**src/design/fsr_pkg.sv**
```systemverilog
// Package with shared constants of the fixed-point square root core
`timescale 1ns / 1ps
package fsr_pkg;

  localparam int FIELD_BITS      = 32;
  localparam int WORD_BITS_DEF   = 32;
  localparam int SCALE_SHIFT_DEF = 8;

  function automatic int fsr_rounds(input int word_bits);
    return (word_bits + 1) / 2;
  endfunction

endpackage

```
**src/design/fsr_cell.sv**
```systemverilog
// One round of the restoring square root as a registered cell
`timescale 1ns / 1ps
module fsr_cell #(
  parameter int ROUNDS   = 16,
  parameter int PAD_BITS = 2 * ROUNDS,
  parameter int REM_BITS = ROUNDS + 2
) (
  input  logic                clk,
  input  logic                rst,
  input  logic                valid_in,
  input  logic [PAD_BITS-1:0] opnd_in,
  input  logic [REM_BITS-1:0] rem_in,
  input  logic [ROUNDS-1:0]   acc_in,
  output logic                valid_out,
  output logic [PAD_BITS-1:0] opnd_out,
  output logic [REM_BITS-1:0] rem_out,
  output logic [ROUNDS-1:0]   acc_out
);

  logic [REM_BITS-1:0] rem_sh;
  logic [REM_BITS-1:0] trial;
  logic [ROUNDS-1:0]   acc_sh;
  logic [REM_BITS-1:0] rem_next;
  logic [ROUNDS-1:0]   acc_next;
  logic [PAD_BITS-1:0] opnd_next;

  always_comb begin
    rem_sh    = {rem_in[REM_BITS-3:0], opnd_in[PAD_BITS-1 -: 2]};
    acc_sh    = {acc_in[ROUNDS-2:0], 1'b0};
    trial     = REM_BITS'({acc_sh, 1'b1});
    opnd_next = {opnd_in[PAD_BITS-3:0], 2'b00};
    if (rem_sh >= trial) begin
      rem_next = rem_sh - trial;
      acc_next = acc_sh | ROUNDS'(1);
    end else begin
      rem_next = rem_sh;
      acc_next = acc_sh;
    end
  end

  always_ff @(posedge clk) begin
    if (rst) begin
      valid_out <= 1'b0;
    end else begin
      valid_out <= valid_in;
    end
    opnd_out <= opnd_next;
    rem_out  <= rem_next;
    acc_out  <= acc_next;
  end

endmodule

```
**src/design/fixed_point_square_root_core.sv**
```systemverilog
// Top level of the pipelined fixed-point square root core
//
//   channel   handshake         payload   width
//   operand   start / busy      value     32
//   result    done (strobe)     root      32
//
// One operand is accepted every cycle while busy is low; the result passes through the cell chain,
// ROUNDS = (WORD_BITS + 1) / 2 cells, one cell per root bit, and then through the output register.
// busy is high only during reset; rst clears every valid bit of the chain at once.
// done is a one-cycle strobe; the receiver cannot stall it.
`timescale 1ns / 1ps
module fixed_point_square_root_core #(
  parameter int WORD_BITS   = fsr_pkg::WORD_BITS_DEF,
  parameter int SCALE_SHIFT = fsr_pkg::SCALE_SHIFT_DEF
) (
  input  logic                          clk,
  input  logic                          rst,
  input  logic                          start,
  output logic                          busy,
  input  logic [fsr_pkg::FIELD_BITS-1:0] value,
  output logic                          done,
  output logic [fsr_pkg::FIELD_BITS-1:0] root
);

  import fsr_pkg::*;

  localparam int ROUNDS   = fsr_rounds(WORD_BITS);
  localparam int PAD_BITS = 2 * ROUNDS;
  localparam int REM_BITS = ROUNDS + 2;

  logic                valid_c [0:ROUNDS];
  logic [PAD_BITS-1:0] opnd_c  [0:ROUNDS];
  logic [REM_BITS-1:0] rem_c   [0:ROUNDS];
  logic [ROUNDS-1:0]   acc_c   [0:ROUNDS];

  logic [WORD_BITS-1:0]  scaled;
  logic [FIELD_BITS-1:0] root_next;

  assign busy       = rst;
  assign valid_c[0] = start & ~busy;
  assign opnd_c[0]  = PAD_BITS'(WORD_BITS'(value));
  assign rem_c[0]   = '0;
  assign acc_c[0]   = '0;

  for (genvar g = 0; g < ROUNDS; g++) begin : g_cell
    fsr_cell #(
      .ROUNDS   (ROUNDS),
      .PAD_BITS (PAD_BITS),
      .REM_BITS (REM_BITS)
    ) u_cell (
      .clk       (clk),
      .rst       (rst),
      .valid_in  (valid_c[g]),
      .opnd_in   (opnd_c[g]),
      .rem_in    (rem_c[g]),
      .acc_in    (acc_c[g]),
      .valid_out (valid_c[g+1]),
      .opnd_out  (opnd_c[g+1]),
      .rem_out   (rem_c[g+1]),
      .acc_out   (acc_c[g+1])
    );
  end

  always_comb begin
    scaled    = WORD_BITS'(acc_c[ROUNDS]) << SCALE_SHIFT;
    root_next = FIELD_BITS'(scaled);
  end

  always_ff @(posedge clk) begin
    if (rst) begin
      done <= 1'b0;
    end else begin
      done <= valid_c[ROUNDS];
    end
    root <= root_next;
  end

endmodule

```
**config.mk**
```make
export PLATFORM = sky130hd
export DESIGN_NAME = fixed_point_square_root_core
export DESIGN_NICKNAME = d
export VERILOG_FILES = /design/src/design/fsr_pkg.sv /design/src/design/fsr_cell.sv /design/src/design/fixed_point_square_root_core.sv
export SDC_FILE = /design/constraint.sdc
export NUM_CORES = 1
export LEC_CHECK = 0
export BUFFER_PORTS_ARGS = -buffer_cell sky130_fd_sc_hd__buf_2
export CORE_ASPECT_RATIO = 1.2
export CORE_UTILIZATION = 55
export CTS_CLUSTER_DIAMETER = 30
export DETAILED_ROUTE_END_ITERATION = 6
export PLACE_DENSITY_LB_ADDON = 0.2
export SLEW_MARGIN = 40
export SYNTH_ARGS = -nofsm -noshare
export SYNTH_HDL_FRONTEND = slang
export SYNTH_SLANG_ARGS = --single-unit
```
**constraint.sdc**
```tcl
create_clock -name clk -period 3.3 [get_ports clk]
set_clock_uncertainty 0.05 [all_clocks]
set_input_delay 0.33 -clock clk [delete_from_list [all_inputs] [get_ports clk]]
set_output_delay 0.33 -clock clk [all_outputs]
set_load 0.03 [all_outputs]
```
==> impl_metrics.env <==
export IMPL_postCtsSetupRepairBufs=0
export IMPL_synth_edf_count=0
export IMPL_synth_top_area_cell="dfxtp_1"
export IMPL_core_area_um2=40040
export IMPL_diodes=0
export IMPL_ys_ff_latch=633
export IMPL_ctsLongestPathBuffers=3
export IMPL_yosys_area_top_type_share=0.5645
export IMPL_grt_overflow_total=0
export IMPL_cp_end_kind="register"
export IMPL_critPathRequiredTime_ns=3.76
export IMPL_place_area_um2=23270
export IMPL_dpl_hpwl_mm=30.07
export IMPL_routedWlPerCell_um=14.54
export IMPL_final_common_cell="dfxtp_1"
export IMPL_drv_slew=0
export IMPL_seq_area_frac_synth=0.5645
export IMPL_seq_area_um2=12670
export IMPL_antenna_found_initial=0
export IMPL_ctsHoldBuffers=35
export IMPL_outcome="finished, final reports clean"
export IMPL_fp_dieW_um=186.4
export IMPL_synth_flop_cell="dfxtp_1"
export IMPL_slew_limit_headroom=0.4956
export IMPL_synth_async_reset_ratio=0
export IMPL_cts_resized=0
export IMPL_initial_core_util=0.5607
export IMPL_swShare=0.2868
export IMPL_clockRootBuffer="clkbuf_16"
export IMPL_synth_area_um2=22450
export IMPL_critPathKind="reg2reg"
export IMPL_path_cells="inv_1 -> ha_1 -> or4_1 -> a2111oi_0 -> nor3b_2 -> and2b_1 -> inv_4 -> mux2_4"
export IMPL_cts_tree="yes"
export IMPL_boundaryPins=69
export IMPL_synth_avg_cell_area_um2=10.58
export IMPL_syn_to_final_growth_pct=20.91
export IMPL_synth_area_leaders="dfxtp_1 56%, ha_1 8.5%, xnor2_1 3.0%, inv_1 3.0%, xor2_1 2.7%"
export IMPL_holdWs_ns=0.2650
export IMPL_drt_initial_drc_count=642
export IMPL_nFillCells=3069
export IMPL_die_area_um2=41630
export IMPL_clkTransAtPathRegs_ns=0.06
export IMPL_numPortBuffers=52
export IMPL_netlist_cell_type_count=82
export IMPL_tns_ns=0
export IMPL_clkLatencyLatePin_ns=0.63
export IMPL_ant_nets=0
export IMPL_power_frac_clock=0.417
export IMPL_worstPathMaxFanout=16
export IMPL_intPower_w=0.01797
export IMPL_pwr_share_seq=0.394
export IMPL_p_comb_frac=0.188
export IMPL_timing_hold_violations_final=0
export IMPL_drc=0
export IMPL_grt_pass1_wl_mm=70.19
export IMPL_synthCells=2121
export IMPL_viasPerCell=5.121
export IMPL_nets=2482
export IMPL_peakVddDrop_mv=0.7296
export IMPL_rows=80
export IMPL_period_share=0.8824
export IMPL_startpoint_type="register"
export IMPL_drt_pre_antenna_iters=5
export IMPL_vias=14910
export IMPL_holdCritPathClass="reg2reg"
export IMPL_gp_congestion=0.8605
export IMPL_synth_warning_count=0
export IMPL_cap_violations=0
export IMPL_fin_area_um2=27140
export IMPL_setup_violations=0
export IMPL_fmax_ghz=0.3434
export IMPL_critPathSlowestCell="and2b_1"
export IMPL_grt_usage=0.2065
export IMPL_grt_pass1_vias=15150
export IMPL_cp_data_arrival_time_ns=3.37
export IMPL_leakagePower_nw=12.81
export IMPL_layout_common_cells="633 x dfxtp_1, 181 x inv_1, 152 x ha_1, 139 x nor2_1, 108 x a21oi_1"
export IMPL_powerDensity_nw_per_um2=928.0
export IMPL_cpPeakStageDelay_ns=0.49
export IMPL_routed_wl_mm=42.35
export IMPL_rsz0062_at_grt="false"
export IMPL_tightest_slew_ns=0.7547
export IMPL_multiInputGateArea_um2=8881
export IMPL_die_y_um=223.3
export IMPL_period_needed_ns=2.912
export IMPL_p_sw_w=0.007225
export IMPL_final_layout_size_suffix_gt1_frac=0.1316
export IMPL_htreeDepth=3
export IMPL_grt_max_degree=21
export IMPL_numCtsBuffers=100
export IMPL_cts_num_sinks=633
==> layer usage <==
layer / wire length [um] / vias up / global-route usage
met1: 17290 / 6944 / 0.2221
li1: - / 7586 / -
met3: 1739 / 91 / 0.03885
met4: 1253 / 0 / 0.1008
met2: 22060 / 292 / 0.3854
met5: 0 / - / 0
==> registers in the layout, indices dropped and copies added (netlist names) <==
name                     count
done                         1
g_cell.u_cell.acc_out      136
g_cell.u_cell.opnd_out     240
g_cell.u_cell.rem_out      224
g_cell.u_cell.valid_out     16
root                        16
==> cell type report <==
type | instances | share of cell area
clock buffer | 116 | 0.09809
clock inverter | 70 | 0.03135
inverter | 187 | 0.02595
multi-input combinational | 1273 | 0.3272
sequential | 633 | 0.4669
tap | 533 | 0.02457
timing repair buffer | 100 | 0.02600
==> synth_stat cells (18+ instances only) <==
library cell / number
o21ai_1: 18
nor3_1: 60
o21ai_0: 88
or3_1: 28
nor4_1: 32
ha_1: 152
nand4_1: 18
mux2_2: 29
o21a_1: 32
nand2b_1: 31
nand2_1: 98
xnor2_1: 78
nor2_1: 139
inv_1: 181
nor2b_1: 33
buf_4: 18
dfxtp_1: 633
xor2_1: 70
a21oi_1: 108
nand3_1: 30
a21o_1: 28
==> cells by family after synthesis <==
| kind of cell | after synthesis | synth area share |
|---|---|---|
| AO/OA/AOI/OAI | 383 | 0.1086 |
| XOR/XNOR | 148 | 0.05774 |
| adder cells (fa/ha/maj) | 152 | 0.08472 |
| buffers and inverters | 231 | 0.04286 |
| flip-flops | 633 | 0.5645 |
| multiplexers | 45 | 0.02246 |
| other | 1 | 0.0001670 |
| AND/OR/NAND/NOR | 528 | 0.1189 |
==> worst max-delay path: cells and delay by family (launching register included) <==
| family | cells | cell delay (ns) |
|---|---|---|
| muxes | 1 | 0.33 |
| AOI/OAI and AO/OA | 1 | 0.27 |
| buffers and inverters | 2 | 0.25 |
| adders and majority gates | 1 | 0.24 |
| and+or+nand+nor | 3 | 1.32 |
| DFF | 1 | 0.34 |
==> path summary, 6_finish.rpt <==
| kind | start | endpoint | slack [ns] | cells past startpoint |
|---|---|---|---|---|
| max | g_cell[9].u_cell.acc_out[9] | g_cell[10].u_cell.rem_out[8] | 0.39 | 8 |
| min | g_cell[2].u_cell.opnd_out[20] | g_cell[3].u_cell.opnd_out[22] | 0.26 | 0 |
| max reg2reg | g_cell[9].u_cell.acc_out[9] | g_cell[10].u_cell.rem_out[8] | 0.39 | 8 |
| min reg2reg | g_cell[2].u_cell.opnd_out[20] | g_cell[3].u_cell.opnd_out[22] | 0.26 | 0 |
==> power groups by stage <==
stage / sequential [W] / combinational, W / clock, W
after CTS: 0.00995 / 0.00474 / 0.0107
after detailed placement: 0.0101 / 0.00465 / 0
final: 0.00994 / 0.00474 / 0.0105
after floorplan: 0.00981 / 0.00372 / 0
after global placement: 0.0101 / 0.00457 / 0
after global routing: 0.0101 / 0.00533 / 0.0111
==> per-stage QoR <==
step,instances,setup WS [ns],power [W],util
4_1_cts,2911,0.3117,0.02538,0.6778
3_3_place_gp,2690,0.3817,0.01464,0.5813
6_report,2912,0.3882,0.02519,0.6779
3_5_place_dp,2690,0.3435,0.01475,0.5813
5_1_grt,2912,0.2929,0.02648,0.6779
2_1_floorplan,2137,0.7885,0.01353,-
(Power assumes the default switching activity.)
